===== config.mk =====
export PLATFORM = sky130hd
export DESIGN_NAME = multi_button_debounce_hold_scanner
export DESIGN_NICKNAME = d
export VERILOG_FILES = /design/src/hdl/mbdh_pkg.sv /design/src/hdl/mbdh_cfg_regs.sv /design/src/hdl/mbdh_btn_step.sv /design/src/hdl/multi_button_debounce_hold_scanner.sv
export VERILOG_INCLUDE_DIRS = /design/src /design/src/hdl
export SDC_FILE = /design/constraint.sdc
export NUM_CORES = 1
export LEC_CHECK = 0
export BUFFER_PORTS_ARGS = -buffer_cell sky130_fd_sc_hd__buf_2
export CORE_ASPECT_RATIO = 1.1
export CORE_MARGIN = 3
export CORE_UTILIZATION = 55
export DETAILED_ROUTE_END_ITERATION = 10
export PLACE_DENSITY = 0.84
export SLEW_MARGIN = 20
export SYNTH_ARGS = -nofsm -noshare
export SYNTH_HDL_FRONTEND = slang
export SYNTH_HIERARCHICAL = 1
export SYNTH_SLANG_ARGS = --single-unit

===== constraint.sdc =====
create_clock -name i_clk -period 14.6 [get_ports i_clk]
set_clock_uncertainty 0.1 [all_clocks]
set_input_delay 1.46 -clock i_clk [delete_from_list [all_inputs] [get_ports i_clk]]
set_output_delay 1.46 -clock i_clk [all_outputs]
set_load 0.02 [all_outputs]

===== src/hdl/assert_macros.svh =====
// Assertion macros for the RTL of the button scanner.
`ifndef ASSERT_MACROS_SVH
`define ASSERT_MACROS_SVH

`ifndef NO_ASSERTIONS

// Checked on every rising edge outside reset.
`define ASSERT_RST(label, clk, rst_n, prop) \
    label: assert property (@(posedge clk) disable iff (!rst_n) (prop)) \
        else $error("assertion failed");

// Checked on every rising edge, also during reset.
`define ASSERT_ALWAYS(label, clk, prop) \
    label: assert property (@(posedge clk) (prop)) \
        else $error("assertion failed");

`else

`define ASSERT_RST(label, clk, rst_n, prop)
`define ASSERT_ALWAYS(label, clk, prop)

`endif

`endif


===== src/hdl/mbdh_pkg.sv =====
// Types and constants of the multi-button debounce and hold scanner.
package mbdh_pkg;

    typedef enum logic [1:0] {
        MODE_RELEASED   = 2'd0,
        MODE_BOUNCE_ON  = 2'd1,
        MODE_ON         = 2'd2,
        MODE_BOUNCE_OFF = 2'd3
    } t_mode;

    typedef enum logic {
        OP_SCAN  = 1'b0,
        OP_CLEAR = 1'b1
    } t_op;

    localparam int CFG_ADDR_W = 5;
    localparam int CFG_DATA_W = 32;

    localparam logic [2:0] REG_ON_BOUNCE  = 3'd0;
    localparam logic [2:0] REG_OFF_BOUNCE = 3'd1;
    localparam logic [2:0] REG_LONG_HOLD  = 3'd2;
    localparam logic [2:0] REG_PRESS_EN   = 3'd3;
    localparam logic [2:0] REG_HOLD_EN    = 3'd4;
    localparam logic [2:0] REG_DOUBLE_EN  = 3'd5;

    localparam logic [7:0]  ON_BOUNCE_RESET  = 8'd3;
    localparam logic [7:0]  OFF_BOUNCE_RESET = 8'd3;
    localparam logic [15:0] LONG_HOLD_RESET  = 16'd50;

    typedef struct packed {
        logic [7:0]  on_bounce;
        logic [7:0]  off_bounce;
        logic [15:0] long_hold;
        logic [3:0]  press_en;
        logic [3:0]  hold_en;
        logic [3:0]  double_en;
    } t_cfg;

    typedef struct packed {
        t_mode       mode;
        logic [7:0]  bounce;
        logic [15:0] hold;
        logic        down;
        logic        sticky_press;
        logic        sticky_hold;
        logic [7:0]  presses;
    } t_btn;

    localparam t_btn BTN_RESET = '{
        mode: MODE_RELEASED, bounce: 8'd0, hold: 16'd0, down: 1'b0,
        sticky_press: 1'b0, sticky_hold: 1'b0, presses: 8'd0
    };

    typedef struct packed {
        logic press;
        logic dbl;
        logic hold;
    } t_events;

endpackage


===== src/hdl/mbdh_cfg_regs.sv =====
// Configuration register bank with an APB-style write and read port.
module mbdh_cfg_regs import mbdh_pkg::*; (
    input  logic                  i_clk,
    input  logic                  i_rst_n,
    input  logic                  psel,
    input  logic                  penable,
    input  logic                  pwrite,
    input  logic [CFG_ADDR_W-1:0] paddr,
    input  logic [CFG_DATA_W-1:0] pwdata,
    output logic [CFG_DATA_W-1:0] prdata,
    output logic                  pready,
    output t_cfg                  o_cfg
);

    t_cfg       r_cfg;
    logic       w_wr;
    logic [2:0] w_idx;

    assign pready = 1'b1;
    assign w_wr   = psel & penable & pwrite;
    assign w_idx  = paddr[4:2];
    assign o_cfg  = r_cfg;

    always_ff @(posedge i_clk) begin
        if (!i_rst_n) begin
            r_cfg.on_bounce  <= ON_BOUNCE_RESET;
            r_cfg.off_bounce <= OFF_BOUNCE_RESET;
            r_cfg.long_hold  <= LONG_HOLD_RESET;
            r_cfg.press_en   <= 4'd0;
            r_cfg.hold_en    <= 4'd0;
            r_cfg.double_en  <= 4'd0;
        end else if (w_wr) begin
            case (w_idx)
                REG_ON_BOUNCE:  r_cfg.on_bounce  <= pwdata[7:0];
                REG_OFF_BOUNCE: r_cfg.off_bounce <= pwdata[7:0];
                REG_LONG_HOLD:  r_cfg.long_hold  <= pwdata[15:0];
                REG_PRESS_EN:   r_cfg.press_en   <= pwdata[3:0];
                REG_HOLD_EN:    r_cfg.hold_en    <= pwdata[3:0];
                REG_DOUBLE_EN:  r_cfg.double_en  <= pwdata[3:0];
                default: ;
            endcase
        end
    end

    always_comb begin
        case (w_idx)
            REG_ON_BOUNCE:  prdata = {24'd0, r_cfg.on_bounce};
            REG_OFF_BOUNCE: prdata = {24'd0, r_cfg.off_bounce};
            REG_LONG_HOLD:  prdata = {16'd0, r_cfg.long_hold};
            REG_PRESS_EN:   prdata = {28'd0, r_cfg.press_en};
            REG_HOLD_EN:    prdata = {28'd0, r_cfg.hold_en};
            REG_DOUBLE_EN:  prdata = {28'd0, r_cfg.double_en};
            default:        prdata = '0;
        endcase
    end

endmodule


===== src/hdl/mbdh_btn_step.sv =====
// One scan step of a single button's debounce and hold state machine.
module mbdh_btn_step import mbdh_pkg::*; (
    input  t_btn        i_cur,
    input  logic        i_level,
    input  logic [7:0]  i_on_bounce,
    input  logic [7:0]  i_off_bounce,
    input  logic [15:0] i_long_hold,
    input  logic        i_press_en,
    input  logic        i_double_en,
    input  logic        i_hold_en,
    output t_btn        o_nxt,
    output t_events     o_ev
);

    function automatic logic [15:0] hold_inc(input logic [15:0] v);
        return (v == 16'hFFFF) ? v : v + 16'd1;
    endfunction

    t_mode       w_mode;
    logic [7:0]  w_bounce_inc;
    logic [15:0] w_hold_on;

    assign w_bounce_inc = i_cur.bounce + 8'd1;

    // Next mode.
    always_comb begin
        w_mode = i_cur.mode;
        case (i_cur.mode)
            MODE_RELEASED:   if (i_level) w_mode = MODE_BOUNCE_ON;
            MODE_BOUNCE_ON:  if (w_bounce_inc > i_on_bounce) w_mode = MODE_ON;
            MODE_ON:         if (!i_level) w_mode = MODE_BOUNCE_OFF;
            MODE_BOUNCE_OFF: if (i_cur.bounce > i_off_bounce) w_mode = MODE_RELEASED;
            default:         w_mode = i_cur.mode;
        endcase
    end

    // Counters, flags and events.
    always_comb begin
        o_nxt      = i_cur;
        o_nxt.mode = w_mode;
        o_ev       = '0;
        case (i_cur.mode)
            MODE_RELEASED: begin
                if (i_level) begin
                    o_ev.press         = i_press_en;
                    o_ev.dbl           = i_double_en && (i_cur.presses != 8'd0);
                    o_nxt.down         = 1'b1;
                    o_nxt.sticky_press = 1'b1;
                    if (i_cur.presses != 8'hFF) o_nxt.presses = i_cur.presses + 8'd1;
                end
            end
            MODE_BOUNCE_ON: begin
                o_nxt.hold   = hold_inc(i_cur.hold);
                o_nxt.bounce = (w_bounce_inc > i_on_bounce) ? 8'd0 : w_bounce_inc;
            end
            MODE_ON: begin
                if (!i_level) o_nxt.down = 1'b0;
            end
            MODE_BOUNCE_OFF: begin
                if (i_cur.bounce > i_off_bounce) begin
                    o_nxt.bounce = 8'd0;
                    o_nxt.hold   = 16'd0;
                end else begin
                    o_nxt.bounce = w_bounce_inc;
                end
            end
            default: ;
        endcase
        // While on, the hold counter runs and, past the limit, a long hold is reported each tick.
        w_hold_on = hold_inc(o_nxt.hold);
        if (w_mode == MODE_ON) begin
            o_nxt.hold = w_hold_on;
            if (w_hold_on > i_long_hold) begin
                o_nxt.sticky_hold = 1'b1;
                o_nxt.presses     = 8'd0;
                o_ev.hold         = i_hold_en;
            end
        end
    end

endmodule


===== src/hdl/multi_button_debounce_hold_scanner.sv =====
// Top level of the time-multiplexed multi-button debounce and hold scanner.
//
// Usage: each request on the input channel is either a scan tick, which
// advances the round-robin index to the next button and runs that button's
// debounce machine on its sampled pin, or a clear of the selected button's
// flags and counters. Every request yields exactly one result request that
// carries the serviced button, the press, double-press and long-hold events
// (gated by the enable masks), the pressed, was-pressed and held maps and the
// counts of the selected button after the step.
// A request accepted at an edge waits in the input register; at the edge
// that moves it on, its result is written into the result register.
// Throughput is one request per cycle while the receiver does not stall;
// the work of a request is a single pass through one shared button step unit.
// A result that the receiver stalls stays in the result register. While it
// waits, a request held in the input register cannot move, so the input
// stall rises in the same cycle as the output stall once that register is full.
// Reset (synchronous, active low) empties both registers, puts every button
// in the released mode with zero counters and flags, sets the scan index to
// zero so the first tick serves button one, and loads the register defaults.
// Configuration is written through the APB-style port at byte address 4*i.
module multi_button_debounce_hold_scanner import mbdh_pkg::*; #(
    parameter int BUTTON_COUNT = 4
) (
    input  logic                  i_clk,
    input  logic                  i_rst_n,
    input  logic                  psel,
    input  logic                  penable,
    input  logic                  pwrite,
    input  logic [CFG_ADDR_W-1:0] paddr,
    input  logic [CFG_DATA_W-1:0] pwdata,
    output logic [CFG_DATA_W-1:0] prdata,
    output logic                  pready,
    input  logic                  i_in_valid,
    output logic                  o_in_stall,
    input  logic                  i_operation,
    input  logic [3:0]            i_button_levels,
    input  logic [1:0]            i_button_select,
    output logic                  o_out_valid,
    input  logic                  i_out_stall,
    output logic [1:0]            o_serviced_button,
    output logic                  o_press_event,
    output logic                  o_double_event,
    output logic                  o_hold_event,
    output logic [3:0]            o_pressed_map,
    output logic [3:0]            o_was_pressed_map,
    output logic [3:0]            o_held_map,
    output logic [7:0]            o_selected_press_count,
    output logic [15:0]           o_selected_hold_time,
    output logic [15:0]           o_selected_excess_hold
);

`include "assert_macros.svh"

    localparam int IW = (BUTTON_COUNT > 1) ? $clog2(BUTTON_COUNT) : 1;
    localparam logic [IW-1:0] LAST_BUTTON = IW'(BUTTON_COUNT - 1);

    t_cfg w_cfg;

    mbdh_cfg_regs u_cfg (
        .i_clk   (i_clk),
        .i_rst_n (i_rst_n),
        .psel    (psel),
        .penable (penable),
        .pwrite  (pwrite),
        .paddr   (paddr),
        .pwdata  (pwdata),
        .prdata  (prdata),
        .pready  (pready),
        .o_cfg   (w_cfg)
    );

    // Input register.
    logic       r_in_valid;
    t_op        r_in_op;
    logic [3:0] r_in_levels;
    logic [1:0] r_in_sel;

    // Button state and scan index.
    t_btn          r_btn [BUTTON_COUNT];
    t_btn          n_btn [BUTTON_COUNT];
    logic [IW-1:0] r_scan;
    logic [IW-1:0] n_scan;

    // Result register.
    logic r_out_valid;
    logic [1:0]  r_served;
    t_events     r_ev;
    logic [3:0]  r_pm, r_wm, r_hm;
    logic [7:0]  r_cnt;
    logic [15:0] r_ht, r_ex;

    logic [1:0]  n_served;
    t_events     n_ev;
    logic [3:0]  n_pm, n_wm, n_hm;
    logic [7:0]  n_cnt;
    logic [15:0] n_ht, n_ex;

    logic          w_advance;
    logic          w_in_accept;
    logic [IW-1:0] w_b;
    logic [7:0]    w_b8;
    logic          w_b_low;
    logic          w_sel_ok;
    logic [IW-1:0] w_sel_idx;
    t_btn          w_step_nxt;
    t_events       w_step_ev;
    t_btn          w_sel_btn;

    // The input register moves into the result register whenever that one
    // is empty or being drained in the same cycle.
    assign w_advance   = r_in_valid && (!r_out_valid || !i_out_stall);
    assign o_in_stall  = r_in_valid && !w_advance;
    assign w_in_accept = i_in_valid && !o_in_stall;

    // Button served by a scan tick; buttons at four and above have no pin.
    assign w_b       = (r_scan == LAST_BUTTON) ? '0 : r_scan + 1'b1;
    assign w_b8      = 8'(w_b);
    assign w_b_low   = (w_b8 < 8'd4);
    assign w_sel_ok  = (32'(r_in_sel) < BUTTON_COUNT);
    assign w_sel_idx = IW'(r_in_sel);

    mbdh_btn_step u_step (
        .i_cur        (r_btn[w_b]),
        .i_level      (w_b_low && r_in_levels[w_b8[1:0]]),
        .i_on_bounce  (w_cfg.on_bounce),
        .i_off_bounce (w_cfg.off_bounce),
        .i_long_hold  (w_cfg.long_hold),
        .i_press_en   (w_b_low && w_cfg.press_en[w_b8[1:0]]),
        .i_double_en  (w_b_low && w_cfg.double_en[w_b8[1:0]]),
        .i_hold_en    (w_b_low && w_cfg.hold_en[w_b8[1:0]]),
        .o_nxt        (w_step_nxt),
        .o_ev         (w_step_ev)
    );

    // State update for the request in the input register.
    always_comb begin
        n_btn    = r_btn;
        n_scan   = r_scan;
        n_ev     = '0;
        n_served = r_in_sel;
        if (w_advance) begin
            if (r_in_op == OP_CLEAR) begin
                // A clear leaves the mode and bounce count alone.
                if (w_sel_ok) begin
                    n_btn[w_sel_idx].down         = 1'b0;
                    n_btn[w_sel_idx].sticky_press = 1'b0;
                    n_btn[w_sel_idx].sticky_hold  = 1'b0;
                    n_btn[w_sel_idx].hold         = 16'd0;
                    n_btn[w_sel_idx].presses      = 8'd0;
                end
            end else begin
                n_scan     = w_b;
                n_btn[w_b] = w_step_nxt;
                n_ev       = w_step_ev;
                n_served   = w_b8[1:0];
            end
        end
    end

    // Result fields, taken from the state after the update.
    always_comb begin
        n_pm = '0;
        n_wm = '0;
        n_hm = '0;
        for (int i = 0; i < 4; i++) begin
            if (i < BUTTON_COUNT) begin
                n_pm[i] = n_btn[IW'(i)].down;
                n_wm[i] = n_btn[IW'(i)].sticky_press;
                n_hm[i] = n_btn[IW'(i)].sticky_hold;
            end
        end
        w_sel_btn = w_sel_ok ? n_btn[w_sel_idx] : BTN_RESET;
        n_cnt     = w_sel_btn.presses;
        n_ht      = w_sel_btn.hold;
        n_ex      = (n_ht > w_cfg.long_hold) ? n_ht - w_cfg.long_hold : 16'd0;
    end

    always_ff @(posedge i_clk) begin
        if (!i_rst_n) begin
            r_in_valid  <= 1'b0;
            r_out_valid <= 1'b0;
            r_scan      <= '0;
            for (int i = 0; i < BUTTON_COUNT; i++) begin
                r_btn[i] <= BTN_RESET;
            end
        end else begin
            if (w_in_accept) begin
                r_in_valid <= 1'b1;
            end else if (w_advance) begin
                r_in_valid <= 1'b0;
            end
            if (w_advance) begin
                r_out_valid <= 1'b1;
            end else if (!i_out_stall) begin
                r_out_valid <= 1'b0;
            end
            r_scan <= n_scan;
            r_btn  <= n_btn;
        end
    end

    // Payload registers carry no reset.
    always_ff @(posedge i_clk) begin
        if (w_in_accept) begin
            r_in_op     <= t_op'(i_operation);
            r_in_levels <= i_button_levels;
            r_in_sel    <= i_button_select;
        end
        if (w_advance) begin
            r_served <= n_served;
            r_ev     <= n_ev;
            r_pm     <= n_pm;
            r_wm     <= n_wm;
            r_hm     <= n_hm;
            r_cnt    <= n_cnt;
            r_ht     <= n_ht;
            r_ex     <= n_ex;
        end
    end

    assign o_out_valid            = r_out_valid;
    assign o_serviced_button      = r_served;
    assign o_press_event          = r_ev.press;
    assign o_double_event         = r_ev.dbl;
    assign o_hold_event           = r_ev.hold;
    assign o_pressed_map          = r_pm;
    assign o_was_pressed_map      = r_wm;
    assign o_held_map             = r_hm;
    assign o_selected_press_count = r_cnt;
    assign o_selected_hold_time   = r_ht;
    assign o_selected_excess_hold = r_ex;

    // The scan index always names a button that exists.
    `ASSERT_RST(a_scan_in_range, i_clk, i_rst_n, 32'(r_scan) < BUTTON_COUNT)
    // The index moves only when a request leaves the input register.
    `ASSERT_RST(a_scan_holds_idle, i_clk, i_rst_n, !w_advance |=> $stable(r_scan))
    // A clear never moves the scan index.
    `ASSERT_RST(a_clear_keeps_scan, i_clk, i_rst_n,
        (w_advance && r_in_op == OP_CLEAR) |=> $stable(r_scan))
    // A request that leaves the input register always shows up as a result.
    `ASSERT_RST(a_advance_gives_result, i_clk, i_rst_n, w_advance |=> r_out_valid)

endmodule


==> results_dict.tcl, run 1 <==
set metrics [dict create \
    reg2reg_slack_ns 4.63 \
    worstPathRequired_ns 14.76 \
    peakVddDrop_mv 0.0970 \
    crit_path_max_fanout 28 \
    yosysTopAreaCellShare_pct 25.3 \
    die_h_um 182 \
    setup-violations-final 0 \
    htreeDepth 1 \
    synth-seq-cells 254 \
    die_x_um 166 \
    grt_pass1_wl_um 67100 \
    power.density_nw_per_um2 89.3 \
    min_path_type "reg2reg" \
    placement_rows 63 \
    synth_area_leaders "dfxtp_1 (25%), edfxtp_1 (11%), mux2i_1 (9.5%), mux4_2 (6.8%), ha_1 (4.9%)" \
    synth_flop_cell "dfxtp_1" \
    first_iter_violations 1408 \
    first_pass_iters 6 \
    min_period_ns 9.97 \
    hpwl_um 30000 \
    clock_latency_ns 0.54 \
    ff2ff_path_depth 26 \
    yosysTopAreaCell "dfxtp_1" \
    cts-resized-gates 0 \
    final_cell_mix "nand2_1 (201), dfxtp_1 (195), mux2i_1 (147), nor2_1 (146), buf_2 (100)" \
    syn_avg_cell_area_um2 9.40 \
    synthToLayoutAreaGrowth_pct 8.44 \
    rr_endpoint "o_selected_excess_hold[11]" \
    worstPathBufferInverterCount 3 \
    cap_viol_max_count 0 \
    drt-total-wl_um 42700 \
    finalSetupTns_ns 0 \
    fmax_mhz 100 \
    postCtsSetupBuffers 0 \
    routed-via-count 13019 \
    numCtsBuffers 26 \
    endpoint_kind "flop" \
    cts_tree "done" \
    hold_depth 2 \
    status "finished, final reports clean" \
    io_pins 143 \
    dr_wl_met2_um 20100 \
    cts-root-buf "clkbuf_16" \
    drive_gt1_share_pct 14.8 \
    synth_edf_count 58 \
    path_class "reg2reg" \
    antenna_found_initial 0 \
    drc 0 \
    syn-cell-area_um2 15500 \
    yosysUniqueCellTypes 95 \
    crit_arrival_ns 10.12 \
    drt-met1-wl_um 17200 \
    avgViaCountPerCell 6.27 \
    core_um2 27400 \
    dr.max_layer_used "met4" \
    slew_violations 0 \
    grt_setup_unrepaired "false" \
    p_leak_nw 6.81 \
    overflow 0 \
    cp_slowest_stage_delay_ns 0.94 \
    ys_warn_count 6 \
    crit_family "simple AND/OR/NAND/NOR gates" \
    grt_pass1_vias 12545 \
    r2r_start "r_scan[0]" \
    clockBufferDepth 3 \
    path_clk_slew_ns 0.06 \
    met3_length_um 3830 \
    hold_viol 0 \
    antenna-diode-count 0 \
    synthArstFlopShare_pct 0 \
    start_util_pct 56.7 \
    synthCells 1651 \
    grtUsageTotal_pct 27.1 \
    post-route-period-util_pct 68.3 \
    wl_per_cell_um 20.6 \
    final_common_cell "nand2_1" \
    die_area_um2 30300 \
    post-route-util_pct 61.5 \
    clock_sinks 254 \
    cts_hold_buf 0 \
    ant_nets 0 \
    worstMarginPinSlew_ns 1.03 \
    seq_area_frac_synth_pct 36.5 \
    port_buffers 101 \
    slew_headroom_pct 31.3 \
    gp_congestion 0.948 \
    power_w 0.00150 \
    grt_max_degree 73 \
    nets 1811 \
    crit_slowest_cell "dfxtp_2" \
    start_kind "flop" \
]
[routing by layer]
metal	GRT usage [%]	up-vias
met1	34.8	6281
li1	-	5993
met5	0	-
met4	10.6	0
met3	4.74	120
met2	45.8	625
[worst min-delay path, delay by kind of cell, from the launching register on]
kind	cells	cell delay (ns)
AO/OA/AOI/OAI	1	0.06
AND/OR/NAND/NOR	1	0.04
flip-flops	1	0.30
[final cells by class]
cell class	count	area, um^2
clock inverters	11	90.1
well taps	357	447
multi-input cells	1232	9010
inverters	70	268
clock buffers	37	733
fillers	2255	10500
repair buffers	114	606
flip-flops and latches	254	5670
[cells in the mapped netlist (15+ instances only)]
library cell    n
a21boi_0       53
a21oi_1        58
and2_1         24
and3_1         20
buf_2          32
buf_4          29
clkbuf_1       43
dfxtp_1       196
edfxtp_1       58
ha_1           61
inv_1          69
mux2i_1       147
mux4_2         47
nand2_1       201
nand2b_1       18
nand3_1        30
nand4_1        18
nor2_1        146
nor2b_1        32
nor3_1         27
o21ai_0        42
o22ai_1        26
or3_1          15
xnor2_1        23
[kinds of logic (layout without fill, tap and decap cells)]
family,Yosys count,in the layout,share of synthesized area (%)
flops,254,254,36.5
mux,204,204,17.1
fa+ha+maj,62,62,5.05
simple gates,605,605,19.7
buf+inv,185,232,5.91
compound gates,302,302,13.6
other cells,3,23,0.0726
xor+xnor,36,36,2.03
[how the worst max path moves through the flow]
stage / from / endpoint / slack [ns] / depth (start not counted)
after CTS: r_scan[0] / o_selected_excess_hold[13] / 4.59 / 25
after global placement: r_scan[0] / o_selected_excess_hold[15] / 4.71 / 25
after global routing: r_scan[0] / o_selected_excess_hold[11] / 4.11 / 26
after detailed placement: r_scan[0] / o_selected_excess_hold[13] / 4.62 / 25
final: r_scan[0] / o_selected_excess_hold[11] / 4.63 / 26
after floorplan: r_scan[0] / o_selected_excess_hold[10] / 5.94 / 33
[where the power goes]
group	internal (W)	switching [W]	total (W)	leakage [nW]
clock network	0.000369	0.000282	0.000651	0.412
registers	0.000728	0.00000710	0.000735	2.13
logic	0.0000355	0.0000806	0.000116	4.27
total	0.00113	0.000370	0.00150	6.81
[through the flow]
stage	worst slack (ns)	instance area, um^2	cells	hold slack (ns)
floorplan	5.94	15600	1671	0.340
global placement	4.71	16000	2026	0.347
detailed placement	4.62	16000	2026	0.357
CTS	4.59	16800	2074	0.365
global route	4.11	16800	2075	0.387
finish	4.63	16800	2075	0.362
Power figures use the tool's default switching activity.
==> inputs of run 2 (changes only) <==
clock period = 10.09 ns   (was 14.6 ns; I/O delays follow)
==> run 2 against run 1 <==
Compared with the run above:
- sequential power rose by 44%
- largest power group unchanged
- via count fell by 0.12%
- critical path depth did not move
- flip-flop and latch count did not move
- wire length rose by 0.52%
- clock power rose by 55%
- register-to-register slack got worse by 3.5 ns
- largest cell class unchanged
- critical endpoint is now o_selected_excess_hold[15]
- critical path type unchanged
- die area did not move
- highest routed layer is now met5
- cell area rose by 0.51%
- core utilization rose by 0.31 points
- combinational power rose by 47%
==> results_dict.tcl, run 2 (synthesis gave the netlist of run 1 again) <==
set metrics [dict create \
    status "finished, final reports clean" \
    drive_gt1_share_pct 15.2 \
    post-route-period-util_pct 89.1 \
    start_util_pct 56.7 \
    hold_depth 2 \
    first_iter_violations 1180 \
    postCtsSetupBuffers 0 \
    crit_path_max_fanout 16 \
    reg2reg_slack_ns 1.10 \
    grt_pass1_vias 12757 \
    grt_pass1_wl_um 67400 \
    worstMarginPinSlew_ns 1.03 \
    r2r_start "r_scan[1]" \
    crit_path_frequent_cell "ha_1" \
    crit_slowest_cell "ha_2" \
    die_area_um2 30300 \
    gp_congestion 0.934 \
    placement_rows 63 \
    grtUsageTotal_pct 27.2 \
    avgViaCountPerCell 6.26 \
    first_pass_iters 7 \
    min_path_type "reg2reg" \
    cts_hold_buf 0 \
    slew_headroom_pct 30.9 \
    wl_per_cell_um 20.7 \
    port_buffers 101 \
    worstPathRequired_ns 10.34 \
    path_class "reg2reg" \
    drc 0 \
    cap_viol_max_count 0 \
    numCtsBuffers 27 \
    power_w 0.00224 \
    ant_nets 0 \
    ff2ff_path_depth 26 \
    io_pins 143 \
    drt-total-wl_um 42900 \
    min_period_ns 8.99 \
    path_clk_slew_ns 0.06 \
    power.density_nw_per_um2 132 \
    finalSetupTns_ns 0 \
    slew_violations 0 \
    cts-root-buf "clkbuf_16" \
    clock_sinks 254 \
    routed-via-count 13003 \
    fillers 2258 \
    grt_setup_unrepaired "false" \
    dr_wl_met2_um 20600 \
    drt-met1-wl_um 17000 \
    overflow 0 \
    peakVddDrop_mv 0.163 \
    clock_latency_ns 0.56 \
    regArea_um2 5670 \
    hold_viol 0 \
    antenna-diode-count 0 \
    die_x_um 166 \
    multi_input_area_um2 9020 \
    core_um2 27400 \
    crit_arrival_ns 9.25 \
    dr.max_layer_used "met5" \
    hpwl_um 30200 \
    cp_slowest_stage_delay_ns 0.73 \
    antenna_found_initial 1 \
    die_h_um 182 \
    fmax_mhz 111 \
    htreeDepth 1 \
    grt_max_degree 87 \
    final_common_cell "nand2_1" \
    cts_tree "done" \
    nets 1812 \
    final_cell_mix "nand2_1 (201), dfxtp_1 (195), mux2i_1 (147), nor2_1 (146), buf_2 (100)" \
    rr_endpoint "o_selected_excess_hold[15]" \
    met3_length_um 3630 \
    start_kind "flop" \
    setup-violations-final 0 \
    synthToLayoutAreaGrowth_pct 8.98 \
    p_leak_nw 6.86 \
    cts-resized-gates 0 \
    endpoint_kind "flop" \
    clockBufferDepth 3 \
]
run 2: changes by cell type in the layout (fill, tap and decap cells not counted), moves of 2 or more:
cell,before,now
clkinv_1,0,3
clkinv_2,6,9
inv_4,2,0
clkbuf_8,2,6
clkbuf_1,8,1
run 2: power by group:
| group | total, W | leakage [nW] | internal [W] | switching [W] |
|---|---|---|---|---|
| clock network | 0.00101 | 0.455 | 0.000586 | 0.000420 |
| logic | 0.000171 | 4.27 | 0.0000519 | 0.000119 |
| registers | 0.00106 | 2.13 | 0.00105 | 0.00000760 |
| total | 0.00224 | 6.86 | 0.00169 | 0.000546 |
run 2: area by class of cell:
class / instances / share of cell area, %
Tap cell: 357 / 2.64
Inverter: 70 / 1.58
Sequential cell: 254 / 33.5
Multi-Input combinational cell: 1232 / 53.3
Timing Repair Buffer: 114 / 3.58
Clock inverter: 16 / 0.851
Clock buffer: 34 / 4.51
run 2: how the worst max path moves through the flow:
stage,startpoint,cells after the start,endpoint
5_1_grt,r_scan[1],26,o_selected_excess_hold[15]
2_1_floorplan,r_scan[0],33,o_selected_excess_hold[10]
3_3_place_gp,r_scan[1],26,o_selected_excess_hold[15]
4_1_cts,r_scan[1],26,o_selected_excess_hold[15]
6_report,r_scan[1],26,o_selected_excess_hold[15]
3_5_place_dp,r_scan[1],26,o_selected_excess_hold[15]
run 2: worst max-delay path, delay by kind of cell, from the launching register on:
| family | cells | cell delay, ns |
|---|---|---|
| xor+xnor | 1 | 0.59 |
| mux | 2 | 0.64 |
| flops | 1 | 0.40 |
| fa+ha+maj | 5 | 2.12 |
| buf+inv | 4 | 0.77 |
| simple gates | 5 | 1.43 |
| compound gates | 9 | 2.69 |
run 2: metal layers:
metal / global-route usage [%] / up-vias
met4: 11.1 / 2
met2: 46.2 / 610
met3: 4.68 / 129
li1: - / 6008
met5: 0 / -
met1: 34.5 / 6254
run 2: per-stage QoR:
step / setup slack, ns / util, % / instance area, um^2 / hold slack (ns) / std cells
finish: 1.10 / 61.8 / 16900 / 0.363 / 2077
detailed placement: 1.43 / 58.5 / 16000 / 0.358 / 2027
global placement: 1.55 / 58.5 / 16000 / 0.348 / 2027
CTS: 1.35 / 61.8 / 16900 / 0.366 / 2077
floorplan: 1.43 / - / 15600 / 0.340 / 1671
global route: 0.541 / 61.8 / 16900 / 0.385 / 2077
